**config.mk**
```make
export PLATFORM = sky130hd
export DESIGN_NAME = fhl_cell_pipe
export DESIGN_NICKNAME = d
export VERILOG_FILES = /design/src/rtl/core/fhl_pkg.sv /design/src/rtl/core/fhl_cell_pipe.sv
export SDC_FILE = /design/constraint.sdc
export NUM_CORES = 1
export LEC_CHECK = 0
export BUFFER_PORTS_ARGS = -buffer_cell sky130_fd_sc_hd__buf_2
export CORE_ASPECT_RATIO = 0.9
export CORE_MARGIN = 8
export CORE_UTILIZATION = 50
export DETAILED_ROUTE_END_ITERATION = 8
export PLACE_DENSITY = 0.73
export SLEW_MARGIN = 20
export SYNTH_ARGS = -nofsm -noshare
export SYNTH_HDL_FRONTEND = slang
export SYNTH_SLANG_ARGS = --single-unit
```
**constraint.sdc**
```tcl
create_clock -name clk -period 5.4 [get_ports clk]
set_clock_uncertainty 0.1 [all_clocks]
set_input_delay 1.08 -clock clk [delete_from_list [all_inputs] [get_ports clk]]
set_output_delay 1.08 -clock clk [all_outputs]
set_load 0.01 [all_outputs]
```
**src/rtl/core/fhl_pkg.sv**
```systemverilog
// Shared types, constants and helpers for the flame-line heat simulator.
// No dependencies; every file but the assertion macros header imports it.
`default_nettype none

package fhl_pkg;

    // Default sizes
    localparam int MAX_CELLS_DEF = 64;
    localparam int MAX_LINES_DEF = 16;

    // Field widths
    localparam int HEAT_W      = 8;
    localparam int LINE_W      = 4;
    localparam int CELL_W      = 6;
    localparam int POS_W       = 6;
    localparam int RAND_W      = 8;
    localparam int NCELL_W     = 7;
    localparam int NLINE_W     = 5;
    localparam int CFG_IDX_W   = 3;
    localparam int CFG_DATA_W  = 8;
    localparam int SPARK_POS_W = 3;
    localparam int DIVIDEND_W  = 12;
    localparam int MEM_AW_DEF  = CELL_W + LINE_W;

    // Register indexes
    localparam logic [CFG_IDX_W-1:0] REG_COOLING   = 3'd0;
    localparam logic [CFG_IDX_W-1:0] REG_SPARKING  = 3'd1;
    localparam logic [CFG_IDX_W-1:0] REG_NUM_CELLS = 3'd2;
    localparam logic [CFG_IDX_W-1:0] REG_NUM_LINES = 3'd3;
    localparam logic [CFG_IDX_W-1:0] REG_DIRECT    = 3'd4;

    // Register reset values
    localparam logic [HEAT_W-1:0]  COOLING_RST   = 8'd55;
    localparam logic [HEAT_W-1:0]  SPARKING_RST  = 8'd120;
    localparam logic [NCELL_W-1:0] NUM_CELLS_RST = 7'd64;
    localparam logic [NLINE_W-1:0] NUM_LINES_RST = 5'd16;
    localparam logic               DIRECT_RST    = 1'b1;

    // Opcodes
    localparam logic OP_COOL   = 1'b0;
    localparam logic OP_FINISH = 1'b1;

    // Model constants
    localparam int COOL_MULT         = 10;
    localparam int COOL_BIAS         = 2;
    localparam int ROLL_SPAN         = 255;
    localparam int SPARK_HEAT_BASE   = 160;
    localparam int SPARK_HEAT_SPAN   = 95;
    localparam int SPARK_SPAN_WIDE   = 7;
    localparam int SPARK_SPAN_NARROW = 2;
    localparam int HEAT_MAX          = 255;
    localparam int MIN_CELLS         = 2;
    localparam int FIRST_DIFF_CELL   = 2;
    localparam int DIV3              = 3;
    // x/3 == (x*683)>>11 for every x up to 765
    localparam int DIV3_SHIFT        = 11;
    localparam int DIV3_RECIP        = (1 << DIV3_SHIFT) / DIV3 + 1;

    // Per-beat context captured at accept
    typedef struct packed {
        logic                   finish;
        logic                   fire;
        logic [SPARK_POS_W-1:0] spark_pos;
        logic [HEAT_W-1:0]      spark_heat;
        logic [HEAT_W-1:0]      amt;
        logic                   direct;
    } item_t;

    // Pipeline status back to the controller
    typedef struct packed {
        logic adv;
        logic busy;
    } pipe_stat_t;

    // r * n >> 8
    function automatic logic [HEAT_W-1:0] scale8(input logic [RAND_W-1:0] r,
                                                 input logic [HEAT_W-1:0] n);
        logic [2*HEAT_W-1:0] p;
        p = (2*HEAT_W)'(r) * (2*HEAT_W)'(n);
        return p[2*HEAT_W-1:HEAT_W];
    endfunction

endpackage

`default_nettype wire

```
**src/rtl/core/fhl_cell_pipe.sv**
```systemverilog
// Read-modify-write cell pipeline: diffusion, spark, cooling, result register.
// Depends on fhl_pkg; fed by the heat memory read port.
`default_nettype none

module fhl_cell_pipe #(
    parameter int CW = fhl_pkg::CELL_W
) (
    input  wire logic                       clk,
    input  wire logic                       rst_n,
    input  wire logic                       issue,
    input  wire logic [CW-1:0]              issue_cell,
    input  wire fhl_pkg::item_t             item,
    input  wire logic [CW-1:0]              cell_last,
    input  wire logic [fhl_pkg::HEAT_W-1:0] rdata,
    output logic                            wr_en,
    output logic      [CW-1:0]              wr_cell,
    output logic      [fhl_pkg::HEAT_W-1:0] wr_data,
    output fhl_pkg::pipe_stat_t             stat,
    output logic                            out_valid,
    input  wire logic                       out_ready,
    output logic      [fhl_pkg::POS_W-1:0]  position,
    output logic      [fhl_pkg::HEAT_W-1:0] heat_value,
    output logic                            last
);
    import fhl_pkg::*;

    localparam int SUM_W  = HEAT_W + 2;
    localparam int PROD_W = 2 * SUM_W;

    logic              adv;
    logic              a_valid_reg, b_valid_reg, c_valid_reg, out_valid_reg;
    logic [CW-1:0]     a_cell_reg, b_cell_reg, c_cell_reg;
    logic [HEAT_W-1:0] w1_reg, w2_reg;
    logic [SUM_W-1:0]  b_sum_reg;
    logic [HEAT_W-1:0] b_old_reg;
    logic [HEAT_W-1:0] c_heat_reg;
    logic [POS_W-1:0]  position_reg;
    logic [HEAT_W-1:0] heat_reg;
    logic              last_reg;
    logic [SUM_W-1:0]  sum;
    logic [PROD_W-1:0] prod;
    logic [HEAT_W-1:0] diffused;
    logic [HEAT_W:0]   spark_sum;
    logic [HEAT_W-1:0] new_heat;
    logic [CW-1:0]     out_pos;

    // Whole pipe moves unless the result register is stuck
    assign adv = !out_valid_reg || out_ready;

    // Stage A: old[j-1] + 2*old[j-2] from the two-entry window
    assign sum = SUM_W'(w1_reg) + SUM_W'({w2_reg, 1'b0});

    // Stage B: divide by 3 through the reciprocal; lowest two cells pass
    always_comb
    begin
        prod     = PROD_W'(b_sum_reg) * PROD_W'(DIV3_RECIP);
        diffused = (item.finish && int'(b_cell_reg) >= FIRST_DIFF_CELL)
                   ? prod[DIV3_SHIFT +: HEAT_W] : b_old_reg;
    end

    // Stage C: spark or cooling, then write back
    always_comb
    begin
        spark_sum = (HEAT_W+1)'(c_heat_reg) + (HEAT_W+1)'(item.spark_heat);
        priority if (!item.finish)
        begin
            new_heat = (c_heat_reg > item.amt) ? (c_heat_reg - item.amt) : '0;
        end
        else if (item.fire && int'(c_cell_reg) == int'(item.spark_pos))
        begin
            new_heat = spark_sum[HEAT_W] ? HEAT_W'(HEAT_MAX) : spark_sum[HEAT_W-1:0];
        end
        else
        begin
            new_heat = c_heat_reg;
        end
        out_pos = item.direct ? c_cell_reg : (cell_last - c_cell_reg);
    end

    // Stage valid flags and result valid
    always_ff @(posedge clk or negedge rst_n)
    begin
        if (!rst_n)
        begin
            a_valid_reg   <= 1'b0;
            b_valid_reg   <= 1'b0;
            c_valid_reg   <= 1'b0;
            out_valid_reg <= 1'b0;
        end
        else if (adv)
        begin
            a_valid_reg   <= issue;
            b_valid_reg   <= a_valid_reg;
            c_valid_reg   <= b_valid_reg;
            out_valid_reg <= c_valid_reg && item.finish;
        end
    end

    // Stage payloads
    always_ff @(posedge clk)
    begin
        if (adv)
        begin
            a_cell_reg   <= issue_cell;
            b_cell_reg   <= a_cell_reg;
            b_sum_reg    <= sum;
            b_old_reg    <= rdata;
            c_cell_reg   <= b_cell_reg;
            c_heat_reg   <= diffused;
            position_reg <= POS_W'(out_pos);
            heat_reg     <= new_heat;
            last_reg     <= (c_cell_reg == cell_last);
            if (a_valid_reg)
            begin
                w1_reg <= rdata;
                w2_reg <= w1_reg;
            end
        end
    end

    assign wr_en      = c_valid_reg && adv;
    assign wr_cell    = c_cell_reg;
    assign wr_data    = new_heat;
    assign stat.adv   = adv;
    assign stat.busy  = a_valid_reg || b_valid_reg || c_valid_reg;
    assign out_valid  = out_valid_reg;
    assign position   = position_reg;
    assign heat_value = heat_reg;
    assign last       = last_reg;

endmodule

`default_nettype wire

```
==> qor.csv <==
metric,value,unit
rsz0062_at_grt,false,
ctsRootBufferMaster,clkbuf_16,
top_layer,met4,
synth_warnings,0,
crit_slowest_cell,fa_1,
clock_sinks,79,
io_buffers,78,
synth-adder-area-share,27.4,%
relSlewSlack,53.5,%
dp_hpwl,10000,um
setup_tns,0,ns
holdBufCountCts,0,
worst_setup_path_end_kind,flop,
area_growth,16.0,%
syn_avg_cell_area,11.3,sq um
cp_data_arrival_time,4.74,ns
worst_pin_slew,0.698,ns
vias,4120,
critPathBufInv,4,
drive_above_1_share,17.5,%
grt_pass1_wl,19900,um
grt_max_degree,37,
synth_compound_area_share,11.5,%
path_cells,"ha_1, ha_1, inv_1, fa_1, inv_1, fa_1, inv_1, fa_1, inv_1, ha_1, and3_1, a221oi_1, a31oi_1, or3_1, a41o_1",
post_cts_buffers,0,
synth.largest_area_cell,edfxtp_1,
crit_type,flop to flop,
numCtsBuffers,9,
cts.clk_slew.worst_paths,0.06,ns
synth_area_leaders,"edfxtp_1, ha_1, fa_1, inv_1, o21ai_0",
setup_violations,0,
cts_tree,yes,
synth_cell_type_count,51,
crit_path_max_fanout,5,
globalplace.congestion,0.894,
grt_pass1_vias,4138,
overflow,0,
grtUsageTotal,16.4,%
critical_path_required,5.40,ns
routed_via_density,5.44,
post-route-period-util,87.8,%
die_w,129,um
setup_ws,0.661,ns
drc_errors,0,
period_minus_slack,4.74,ns
max_freq,211,MHz
ys.flop_type,edfxtp_1,
met1Wirelength,5580,um
ys_seq_area_share,40.9,%
synth-edff-count,75,
antenna_found_initial,0,
antenna_cells,0,
rows,37,
hold_path_class,flop to flop,
core-area,0.0113,sq mm
status,completed,
synth_top_cell_area_share,39.1,%
ant_nets,0,
final_net_count,753,
synth.net_count,667,
drt-initial-drc-count,235,
critical-path-max-stage-delay,0.54,ns
start_kind,flop,
cts_buffer_depth,2,
drtPass1Iterations,4,
syn_area,0.00576,sq mm
dieHeight,118,um
hold_violations,0,
synthXorXnorAreaFrac,4.41,%
htree_levels,3,
finalMaxSlewViolations,0,
synthArstFlopShare,5.06,%
met2_length,5640,um
clk_latency,0.34,ns
largest_reg_flops,10,
synth_seq_cells,79,
io_pins,79,
dp_worst_setup_slack,0.670,ns
crit_path_frequent_cell,inv_1,
cp_top_family,adder cells,
dr_wl_met3,829,um
cts_resized,0,
synthMuxAreaShare,1.28,%
initial_core_util,50.8,%
synthSimpleGateAreaFrac,9.19,%
wirelength,12200,um
drv_cap,0,
die_area,0.0152,sq mm
wl_per_cell,16.1,um
synth_cells,510,
synth_top_family_by_area,adder cells,
## synthesized netlist by cell type, types with 3 or more instances
| library cell | number |
|---|---|
| nand4_1 | 6 |
| nor3_1 | 7 |
| nor2b_1 | 6 |
| nand2_1 | 27 |
| mux2i_1 | 4 |
| o211ai_1 | 4 |
| xor2_1 | 11 |
| o21ai_0 | 32 |
| mux2_2 | 3 |
| nor2_1 | 23 |
| fa_1 | 25 |
| inv_1 | 76 |
| clkbuf_1 | 5 |
| a31oi_1 | 3 |
| dfrtp_1 | 4 |
| ha_1 | 86 |
| o31ai_1 | 3 |
| and3_1 | 6 |
| a211oi_1 | 5 |
| and2_1 | 4 |
| nand2b_1 | 3 |
| a21o_1 | 12 |
| xnor2_1 | 18 |
| o21a_1 | 5 |
| nand3_1 | 7 |
| a21oi_1 | 18 |
| edfxtp_1 | 75 |
## layer usage
layer | up-vias | GRT usage [%]
li1 | 2002 | -
met1 | 1976 | 22.3
met2 | 123 | 25.5
met3 | 19 | 3.80
met4 | 0 | 4.62
met5 | - | 0
## cells in the final DEF, fill, tap and decap left out, types with 4 or more instances in the layout
cell       synthesis  layout
a21oi_1           18      18
nor2b_1            6       6
edfxtp_1          75      75
o211ai_1           4       4
clkbuf_16          0       9
o21ai_0           32      32
fa_1              25      25
nand2_1           27      27
mux2i_1            4       4
dfrtp_1            4       4
a21o_1            12      12
ha_1              86      86
and3_1             6       6
o21a_1             5       5
nand4_1            6       6
xor2_1            11      11
nor3_1             7       7
nor2_1            23      23
buf_2              0      78
xnor2_1           18      18
a211oi_1           5       5
nand3_1            7       7
and2_1             4       4
inv_1             76      76
## metrics by stage
step / utilization, % / hold WS [ns] / instance area [sq um] / cells
5_1_grt: 58.9 / 0.331 / 6680 / 757
3_3_place_gp: 55.9 / 0.302 / 6340 / 741
4_1_cts: 58.9 / 0.318 / 6680 / 757
3_5_place_dp: 55.9 / 0.305 / 6340 / 741
2_1_floorplan: - / 0.300 / 5760 / 510
6_report: 58.9 / 0.316 / 6680 / 757
## cell type report
cell class                 count  area (sq um)
clock buffer                  11           233
clock inverter                 5           106
fill                         939          4660
inverter                      76           285
multi-input combinational    349          3100
sequential                    79          2350
tap                          156           195
timing repair buffer          81           413
## worst paths after layout
check | slack, ns | cells past startpoint | end | start
max in group asynchronous | 4.64 | 1 | a_valid_reg$_DFFE_PN0N_ | rst_n
max | 0.66 | 15 | c_heat_reg[4]$_DFFE_PN_ | b_sum_reg[5]$_DFFE_PN_
min | 0.32 | 0 | b_cell_reg[4]$_DFFE_PN_ | a_cell_reg[4]$_DFFE_PN_
max reg2reg | 0.66 | 15 | c_heat_reg[4]$_DFFE_PN_ | b_sum_reg[5]$_DFFE_PN_
min reg2reg | 0.32 | 0 | b_cell_reg[4]$_DFFE_PN_ | a_cell_reg[4]$_DFFE_PN_
min in group asynchronous | 0.43 | 1 | b_valid_reg$_DFFE_PN0N_ | rst_n
## cell families (layout without fill, tap and decap cells)
group,Yosys count,count (layout)
buf+inv,82,173
fa+ha+maj,111,111
compound gates,100,100
mux,7,7
xor+xnor,29,29
flops,79,79
simple gates,102,102
## worst register-to-register path: cells and delay by family, from the launching register on
kind / cells / cell delay, ns
AND/OR/NAND/NOR: 2 / 0.53
buffers and inverters: 4 / 0.21
flip-flops: 1 / 0.45
AO/OA/AOI/OAI: 3 / 0.69
adder cells (fa/ha/maj): 6 / 2.53
Power is not shown: default switching activity piles up to over one toggle a cycle in this logic, so the estimate is an artifact.
