`config.mk`:
```
export PLATFORM = sky130hd
export DESIGN_NAME = fhl_div
export DESIGN_NICKNAME = d
export VERILOG_FILES = /design/src/rtl/core/fhl_pkg.sv /design/src/rtl/core/fhl_div.sv
export SDC_FILE = /design/constraint.sdc
export NUM_CORES = 1
export LEC_CHECK = 0
export ABC_AREA = 1
export BUFFER_PORTS_ARGS = -buffer_cell sky130_fd_sc_hd__buf_4
export CAP_MARGIN = 20
export CORE_UTILIZATION = 37
export CTS_CLUSTER_SIZE = 24
export DETAILED_ROUTE_END_ITERATION = 8
export PLACE_DENSITY = 0.7
export SLEW_MARGIN = 20
export SYNTH_ARGS = -nofsm -noshare
export SYNTH_HDL_FRONTEND = slang
export SYNTH_SLANG_ARGS = --single-unit
```
`constraint.sdc`:
```
create_clock -name clk -period 2.2 [get_ports clk]
set_input_delay 0.44 -clock clk [delete_from_list [all_inputs] [get_ports clk]]
set_output_delay 0.44 -clock clk [all_outputs]
set_load 0.01 [all_outputs]
```
`src/rtl/core/fhl_pkg.sv`:
```
// Shared types, constants and helpers for the flame-line heat simulator.
// No dependencies; every file but the assertion macros header imports it.
`default_nettype none

package fhl_pkg;

    // Default sizes
    localparam int MAX_CELLS_DEF = 64;
    localparam int MAX_LINES_DEF = 16;

    // Field widths
    localparam int HEAT_W      = 8;
    localparam int LINE_W      = 4;
    localparam int CELL_W      = 6;
    localparam int POS_W       = 6;
    localparam int RAND_W      = 8;
    localparam int NCELL_W     = 7;
    localparam int NLINE_W     = 5;
    localparam int CFG_IDX_W   = 3;
    localparam int CFG_DATA_W  = 8;
    localparam int SPARK_POS_W = 3;
    localparam int DIVIDEND_W  = 12;
    localparam int MEM_AW_DEF  = CELL_W + LINE_W;

    // Register indexes
    localparam logic [CFG_IDX_W-1:0] REG_COOLING   = 3'd0;
    localparam logic [CFG_IDX_W-1:0] REG_SPARKING  = 3'd1;
    localparam logic [CFG_IDX_W-1:0] REG_NUM_CELLS = 3'd2;
    localparam logic [CFG_IDX_W-1:0] REG_NUM_LINES = 3'd3;
    localparam logic [CFG_IDX_W-1:0] REG_DIRECT    = 3'd4;

    // Register reset values
    localparam logic [HEAT_W-1:0]  COOLING_RST   = 8'd55;
    localparam logic [HEAT_W-1:0]  SPARKING_RST  = 8'd120;
    localparam logic [NCELL_W-1:0] NUM_CELLS_RST = 7'd64;
    localparam logic [NLINE_W-1:0] NUM_LINES_RST = 5'd16;
    localparam logic               DIRECT_RST    = 1'b1;

    // Opcodes
    localparam logic OP_COOL   = 1'b0;
    localparam logic OP_FINISH = 1'b1;

    // Model constants
    localparam int COOL_MULT         = 10;
    localparam int COOL_BIAS         = 2;
    localparam int ROLL_SPAN         = 255;
    localparam int SPARK_HEAT_BASE   = 160;
    localparam int SPARK_HEAT_SPAN   = 95;
    localparam int SPARK_SPAN_WIDE   = 7;
    localparam int SPARK_SPAN_NARROW = 2;
    localparam int HEAT_MAX          = 255;
    localparam int MIN_CELLS         = 2;
    localparam int FIRST_DIFF_CELL   = 2;
    localparam int DIV3              = 3;
    // x/3 == (x*683)>>11 for every x up to 765
    localparam int DIV3_SHIFT        = 11;
    localparam int DIV3_RECIP        = (1 << DIV3_SHIFT) / DIV3 + 1;

    // Per-beat context captured at accept
    typedef struct packed {
        logic                   finish;
        logic                   fire;
        logic [SPARK_POS_W-1:0] spark_pos;
        logic [HEAT_W-1:0]      spark_heat;
        logic [HEAT_W-1:0]      amt;
        logic                   direct;
    } item_t;

    // Pipeline status back to the controller
    typedef struct packed {
        logic adv;
        logic busy;
    } pipe_stat_t;

    // r * n >> 8
    function automatic logic [HEAT_W-1:0] scale8(input logic [RAND_W-1:0] r,
                                                 input logic [HEAT_W-1:0] n);
        logic [2*HEAT_W-1:0] p;
        p = (2*HEAT_W)'(r) * (2*HEAT_W)'(n);
        return p[2*HEAT_W-1:HEAT_W];
    endfunction

endpackage

`default_nettype wire

```
`src/rtl/core/fhl_div.sv`:
```
// Shift-subtract divider, one quotient bit per cycle, for the cool limit.
// Depends on fhl_pkg.
`default_nettype none

module fhl_div (
    input  wire logic                          clk,
    input  wire logic                          rst_n,
    input  wire logic                          start,
    input  wire logic [fhl_pkg::DIVIDEND_W-1:0] dividend,
    input  wire logic [fhl_pkg::NCELL_W-1:0]    divisor,
    output logic                               busy,
    output logic      [fhl_pkg::DIVIDEND_W-1:0] quotient
);
    import fhl_pkg::*;

    localparam int CNT_W = $clog2(DIVIDEND_W);

    logic                  busy_reg;
    logic [CNT_W-1:0]      cnt_reg;
    logic [DIVIDEND_W-1:0] dvd_reg;
    logic [NCELL_W-1:0]    dsr_reg;
    logic [NCELL_W-1:0]    rem_reg;
    logic [NCELL_W:0]      trial;
    logic [NCELL_W:0]      diff;
    logic                  fits;

    // Trial subtract of the shifted remainder
    always_comb
    begin
        trial = {rem_reg, dvd_reg[DIVIDEND_W-1]};
        diff  = trial - {1'b0, dsr_reg};
        fits  = (trial >= {1'b0, dsr_reg});
    end

    // Control: a start restarts at any time
    always_ff @(posedge clk or negedge rst_n)
    begin
        if (!rst_n)
        begin
            busy_reg <= 1'b0;
            cnt_reg  <= '0;
        end
        else if (start)
        begin
            busy_reg <= 1'b1;
            cnt_reg  <= '0;
        end
        else if (busy_reg)
        begin
            if (cnt_reg == CNT_W'(DIVIDEND_W - 1))
            begin
                busy_reg <= 1'b0;
            end
            cnt_reg <= cnt_reg + CNT_W'(1);
        end
    end

    // Datapath: dividend shifts out, quotient bits shift in
    always_ff @(posedge clk)
    begin
        if (start)
        begin
            dvd_reg <= dividend;
            dsr_reg <= divisor;
            rem_reg <= '0;
        end
        else if (busy_reg)
        begin
            rem_reg <= fits ? diff[NCELL_W-1:0] : trial[NCELL_W-1:0];
            dvd_reg <= {dvd_reg[DIVIDEND_W-2:0], fits};
        end
    end

    assign busy     = busy_reg;
    assign quotient = dvd_reg;

endmodule

`default_nettype wire

```
==> run summary, run 1 <==
Longest Clk Path Bufs: 2
TritonCTS buffer count: 5
vias in the first global route: 1234
filler cell count: 417
first-pass GRT wire length: 5460 microns
fin util: 0.494
Global Route Usage Sum: 0.162
Mapped Nets: 225
worst-path maximum fanout: 8
TritonCTS clock tree: yes
CTS H-Tree Depth: 2
post-synthesis xor/xnor area fraction: 0.0160
fin nets: 265
Worst slew margin: 0.607
ys async rst share: 0.161
Compound-Gate Fraction of Synth Area: 0.0441
internal power: 1310 uW
CP arrival: 1.95 ns
P per Cell Area: 1020 nW/um^2
critical path class: reg -> reg
largest family of logic cells by synthesized area: simple AND/OR/NAND/NOR gates
gpl congestion: 0.824
Final setup viols: 0
dpl hpwl: 2510 microns
Synth Cell Area: 1650 sq um
Fmax: 514 MHz
Post-CTS Resized: 0
die area: 4720 sq um
Hold Path Stages: 1
Synth top cells by count: nand2_1, inv_1, edfxtp_1
largest net degree at the start of global routing: 23
area leader, netlist: edfxtp_1
layout cells sized above 1: 0.196
Power, Total: 2080 uW
Synth Flop Type: edfxtp_1
Root Buffer: clkbuf_8
Reg2Reg Capture Point: quotient[0]
worst hold path type: in -> reg
simple-gate share of the synthesized area: 0.293
CTS clock-pin slew for the worst setup and hold paths: 0.07 ns
TritonRoute pass-1 iters: 4
max reg flops: 12
hold_ws: 0.337 ns
Fin Setup TNS: 0 ns
NetSw: 770 uW
Ant. Diodes: 0
Initial Util: 0.397
Comb pwr share: 0.416
Slew @ Worst Pin: 0.588 ns
Register-to-Register Path Depth: 8
Leakage: 0.00103 uW
RSZ-0062 raised after global routing: no
dominant cells by area after synthesis: edfxtp_1, nand2_1, dfxtp_1
Reg power frac: 0.385
count leader, synth: nand2_1
multi-input logic area: 701 sq um
Worst Setup End Kind: flop
Area Overhead vs Synth: 24.4%
ANT nets after route: 0
status: complete, no violations
row count: 23
Port Buf Inserts: 34
Vert. Die Dim: 68.7 microns
Worst Path Required: 2.20 ns
post-route minimum period: 1.95 ns
Synth Register Bits: 31
WL/cell: 11.7 microns
die width: 68.7 microns
clock share of power: 0.198
number of synthesized flops with an enable pin: 19
synth unique cells: 25
Via density: 4.75
Adder-Cell Fraction of Synth Area: 0.0730
hold path start: divisor[5]
Slew Viols, Final: 0
worst r2r src: quotient[11]
VDD IR max: 0.537 mV
CTS sink cnt: 31
sw frac: 0.371
Seq/Total Area, Yosys: 0.508
IO Pins: 35
vias: 1353
post-synthesis mux area share: 0
DRC errors left: 0
destination of the worst hold path: dsr_reg[5]
Clock Skews: 0.00727 ns
Worst R2R Setup Slack: 0.25 ns
Setup crit start kind: flop
Starting DRT DRC Count: 57
Avg Cell Area, Syn: 8.48 sq um
antenna violations before repair: 0
top cell type's share of synthesized area: 0.347
sequential standard cell area: 836 sq um
max-cap check violation count: 0
core area: 4140 sq um
GRT overflow: 0
Tcrit/Tclk final: 0.884
Final Hold Viols: 0
Syn Inst Count: 194
WL final: 3340 microns
synth warn: 0
clk_lat worst skew: 0.28 ns
-- cell type report --
| class | count | area share |
|---|---|---|
| clock buffer | 6 | 0.0355 |
| multi-input combinational | 134 | 0.342 |
| clock inverter | 2 | 0.00428 |
| inverter | 27 | 0.0495 |
| tap | 50 | 0.0306 |
| timing repair buffer | 35 | 0.130 |
| sequential | 31 | 0.408 |
-- per-layer routing --
metal / track usage / routed length (microns) / up-vias
li1: - / - / 703
met1: 0.204 / 1560 / 619
met2: 0.252 / 1580 / 25
met3: 0.0461 / 147 / 6
met4: 0.0781 / 61 / 0
met5: 0 / 0 / -
-- stage by stage --
step	std cells	setup WS [ns]	area, sq um
6_report	285	0.255	2050
5_1_grt	285	0.0430	2050
4_1_cts	285	0.265	2050
3_5_place_dp	276	0.278	1960
3_3_place_gp	276	0.305	1960
2_1_floorplan	194	0.417	1650
-- power groups by stage --
stage	clock (uW)	sequential, uW	combinational (uW)
2_1_floorplan	0	804	640
3_3_place_gp	0	812	846
3_5_place_dp	0	810	863
4_1_cts	422	799	870
5_1_grt	449	812	976
6_report	412	801	865
-- kinds of logic after synthesis --
family	count (synthesis)
AO/OA/AOI/OAI	10
XOR/XNOR	3
adder cells (fa/ha/maj)	9
buffers and inverters	29
flip-flops	31
AND/OR/NAND/NOR	112
-- layout by cell type, fill, tap and decap left out, drive strengths merged, types with 3 or more instances in the layout --
cell / n
ha: 8
clkbuf: 6
dfxtp: 7
o21ai: 3
inv: 27
dfrtp: 5
buf: 34
edfxtp: 19
a21oi: 4
nor2: 11
nand3b: 3
nand2: 77
nand3: 17
-- how the worst max path moves through the flow --
stage | start | end | cells after the start
global route | quotient[11] | quotient[0] | 8
global placement | quotient[11] | quotient[0] | 8
floorplan | quotient[11] | rem_reg[5] | 11
detailed placement | quotient[11] | rem_reg[6] | 11
CTS | quotient[11] | quotient[0] | 8
finish | quotient[11] | quotient[0] | 8
-- critical path: stages, from the launching register on --
cell	delay, ns
edfxtp_1	0.38
inv_1	0.11
ha_1	0.22
fa_1	0.24
inv_1	0.06
nand3_1	0.07
nand2_1	0.11
o21ai_2	0.33
a31oi_1	0.15
-- repair_timing --
item / 4_1_cts / 5_1_grt
endpoints found under the hold margin: 5 / 0
hold buffers: 1 / 0
setup buffers: 0 / 0
setup endpoints to repair: 0 / 0
No activity file was read; power rests on OpenSTA's default activity.
==> run 2: changes to the inputs <==
==> constraint.sdc (replaced) <==
create_clock -name clk -period 2.2 [get_ports clk]
set_input_delay 0.44 -clock clk [delete_from_list [all_inputs] [get_ports clk]]
set_output_delay 0.44 -clock clk [all_outputs]
set_load 0.1 [all_outputs]
==> run summary, run 2 (synthesis gave the netlist of run 1 again) <==
vias in the first global route: 1280 (+3.7%)
Worst Path Required: 2.21 ns (about the same)
max-cap check violation count: 0 (unchanged)
clock share of power: 0.182 (-0.016)
sw frac: 0.425 (+0.0541)
Crit. Startpoint: quotient[11]
vias: 1332 (-1.6%)
Worst Setup End Kind: flop
Comb pwr share: 0.471 (+0.055)
core area: 4140 sq um (unchanged)
Global Route Usage Sum: 0.167 (+0.00573)
Clock Skews: 0.00743 ns (+0.000151 ns)
worst r2r src: quotient[11]
ANT nets after route: 0 (unchanged)
total setup buffers inserted after CTS: 0 (unchanged)
worst setup margin: 0.421 ns (+0.167 ns)
critical path class: reg -> reg
P per Cell Area: 1110 nW/um^2 (+9.4%)
Leakage: 0.00104 uW (+0.18%)
max reg flops: 12 (unchanged)
row count: 23 (unchanged)
TritonRoute pass-1 iters: 4 (unchanged)
most common cell after layout, fill and taps aside: nand2_1
DRC errors left: 0 (unchanged)
Fmax: 562 MHz (+9.4%)
Power, Total: 2310 uW (+11%)
worst-path maximum fanout: 8 (unchanged)
sequential standard cell area: 836 sq um (unchanged)
TritonCTS clock tree: yes
dpl hpwl: 2490 microns (-1.0%)
NetSw: 982 uW (+27%)
Vert. Die Dim: 68.7 microns (unchanged)
GRT overflow: 0 (unchanged)
Tcrit/Tclk final: 0.809 (-0.0757)
Reg2Reg Capture Point: quotient[0]
gpl congestion: 0.803 (-2.5%)
Initial Util: 0.397 (unchanged)
CTS sink cnt: 31 (unchanged)
Setup crit start kind: flop
Root Buffer: clkbuf_8
die width: 68.7 microns (unchanged)
Area Overhead vs Synth: 26.5%
Register-to-Register Path Depth: 8 (unchanged)
CTS H-Tree Depth: 2 (unchanged)
status: complete, no violations
hold_ws: 0.327 ns (-0.00960 ns)
Final setup viols: 0 (unchanged)
Slew Viols, Final: 0 (unchanged)
Reg power frac: 0.347 (-0.038)
most frequent cells in the layout: nand2_1, buf_4, inv_1, edfxtp_1, nand3_1
antenna violations before repair: 0 (unchanged)
post-route minimum period: 1.78 ns (-0.167 ns)
VDD IR max: 0.501 mV (-6.6%)
WL/cell: 11.4 microns (-3.0%)
die area: 4720 sq um (unchanged)
CTS clock-pin slew for the worst setup and hold paths: 0.07 ns (about the same)
clk_lat worst skew: 0.28 ns (about the same)
fin nets: 265 (unchanged)
Via density: 4.67 (-1.6%)
largest net degree at the start of global routing: 23 (unchanged)
multi-input logic area: 736 sq um (+5.0%)
internal power: 1330 uW (+1.7%)
pre-CTS WS: 0.347 ns (+0.0691 ns)
worst hold path type: in -> reg
layout cells sized above 1: 0.234 (+0.0383)
RSZ-0062 raised after global routing: no
# hold bufs at CTS: 1 (unchanged)
CP arrival: 1.79 ns (-0.16 ns)
Post-CTS Resized: 0 (unchanged)
Critical Path End: quotient[0]
Longest Clk Path Bufs: 2 (unchanged)
WL final: 3250 microns (-3.0%)
Ant. Diodes: 0 (unchanged)
Starting DRT DRC Count: 45 (-21%)
Worst R2R Setup Slack: 0.42 ns (+0.17 ns)
first-pass GRT wire length: 5650 microns (+3.4%)
Slew @ Worst Pin: 0.566 ns (-0.0222 ns)
Final Hold Viols: 0 (unchanged)
TritonCTS buffer count: 5 (unchanged)
filler cell count: 432 (+3.6%)
Worst slew margin: 0.621 (+0.0149)
IO Pins: 35 (unchanged)
Port Buf Inserts: 34 (unchanged)
run 2: cell counts in the layout (fill, tap and decap cells not counted):
Identical to the previous run, type by type.
run 2: metrics by stage:
| stage | TNS [ns] | util | instances | instance area, sq um |
|---|---|---|---|---|
| 2_1_floorplan | -0.363 | - | 194 | 1680 |
| 3_3_place_gp | 0 | 0.480 | 276 | 1990 |
| 3_5_place_dp | 0 | 0.480 | 276 | 1990 |
| 4_1_cts | 0 | 0.502 | 285 | 2080 |
| 5_1_grt | 0 | 0.502 | 285 | 2080 |
| 6_report | 0 | 0.502 | 285 | 2080 |
run 2: per-layer routing:
layer / global-route usage / vias to the layer above / routed length, microns
li1: - / 705 / -
met1: 0.214 / 590 / 1570
met2: 0.263 / 30 / 1480
met3: 0.0477 / 7 / 140
met4: 0.0703 / 0 / 55
met5: 0 / - / 0
run 2: layout make-up:
| type | count | area share |
|---|---|---|
| multi-input combinational | 134 | 0.353 |
| tap | 50 | 0.0300 |
| clock buffer | 6 | 0.0349 |
| clock inverter | 2 | 0.00421 |
| inverter | 27 | 0.0487 |
| timing repair buffer | 35 | 0.127 |
| sequential | 31 | 0.401 |
run 2: how the worst min path moves through the flow:
| stage | start | endpoint | slack (ns) | cells after the start |
|---|---|---|---|---|
| 2_1_floorplan | rst_n | busy | 0.14 | 0 |
| 3_3_place_gp | rst_n | busy | 0.24 | 1 |
| 3_5_place_dp | rst_n | busy | 0.24 | 1 |
| 4_1_cts | divisor[3] | dsr_reg[3] | 0.32 | 1 |
| 5_1_grt | divisor[3] | dsr_reg[3] | 0.32 | 1 |
| 6_report | divisor[3] | dsr_reg[3] | 0.33 | 1 |
run 2: worst max-delay path, cell delays in order (launching register included):
cell and delay [ns]:
edfxtp_1 0.41, inv_2 0.10, ha_4 0.15, fa_2 0.22
inv_2 0.05, nand3_2 0.05, nand2_2 0.09, o21ai_2 0.30
a31oi_1 0.14
run 2: power groups by stage:
stage | clock network [uW] | registers, uW | logic [uW]
final | 422 | 801 | 1090
after global routing | 457 | 815 | 1210
after CTS | 429 | 802 | 1100
after detailed placement | 0 | 811 | 1090
after global placement | 0 | 812 | 1070
after floorplan | 0 | 993 | 681
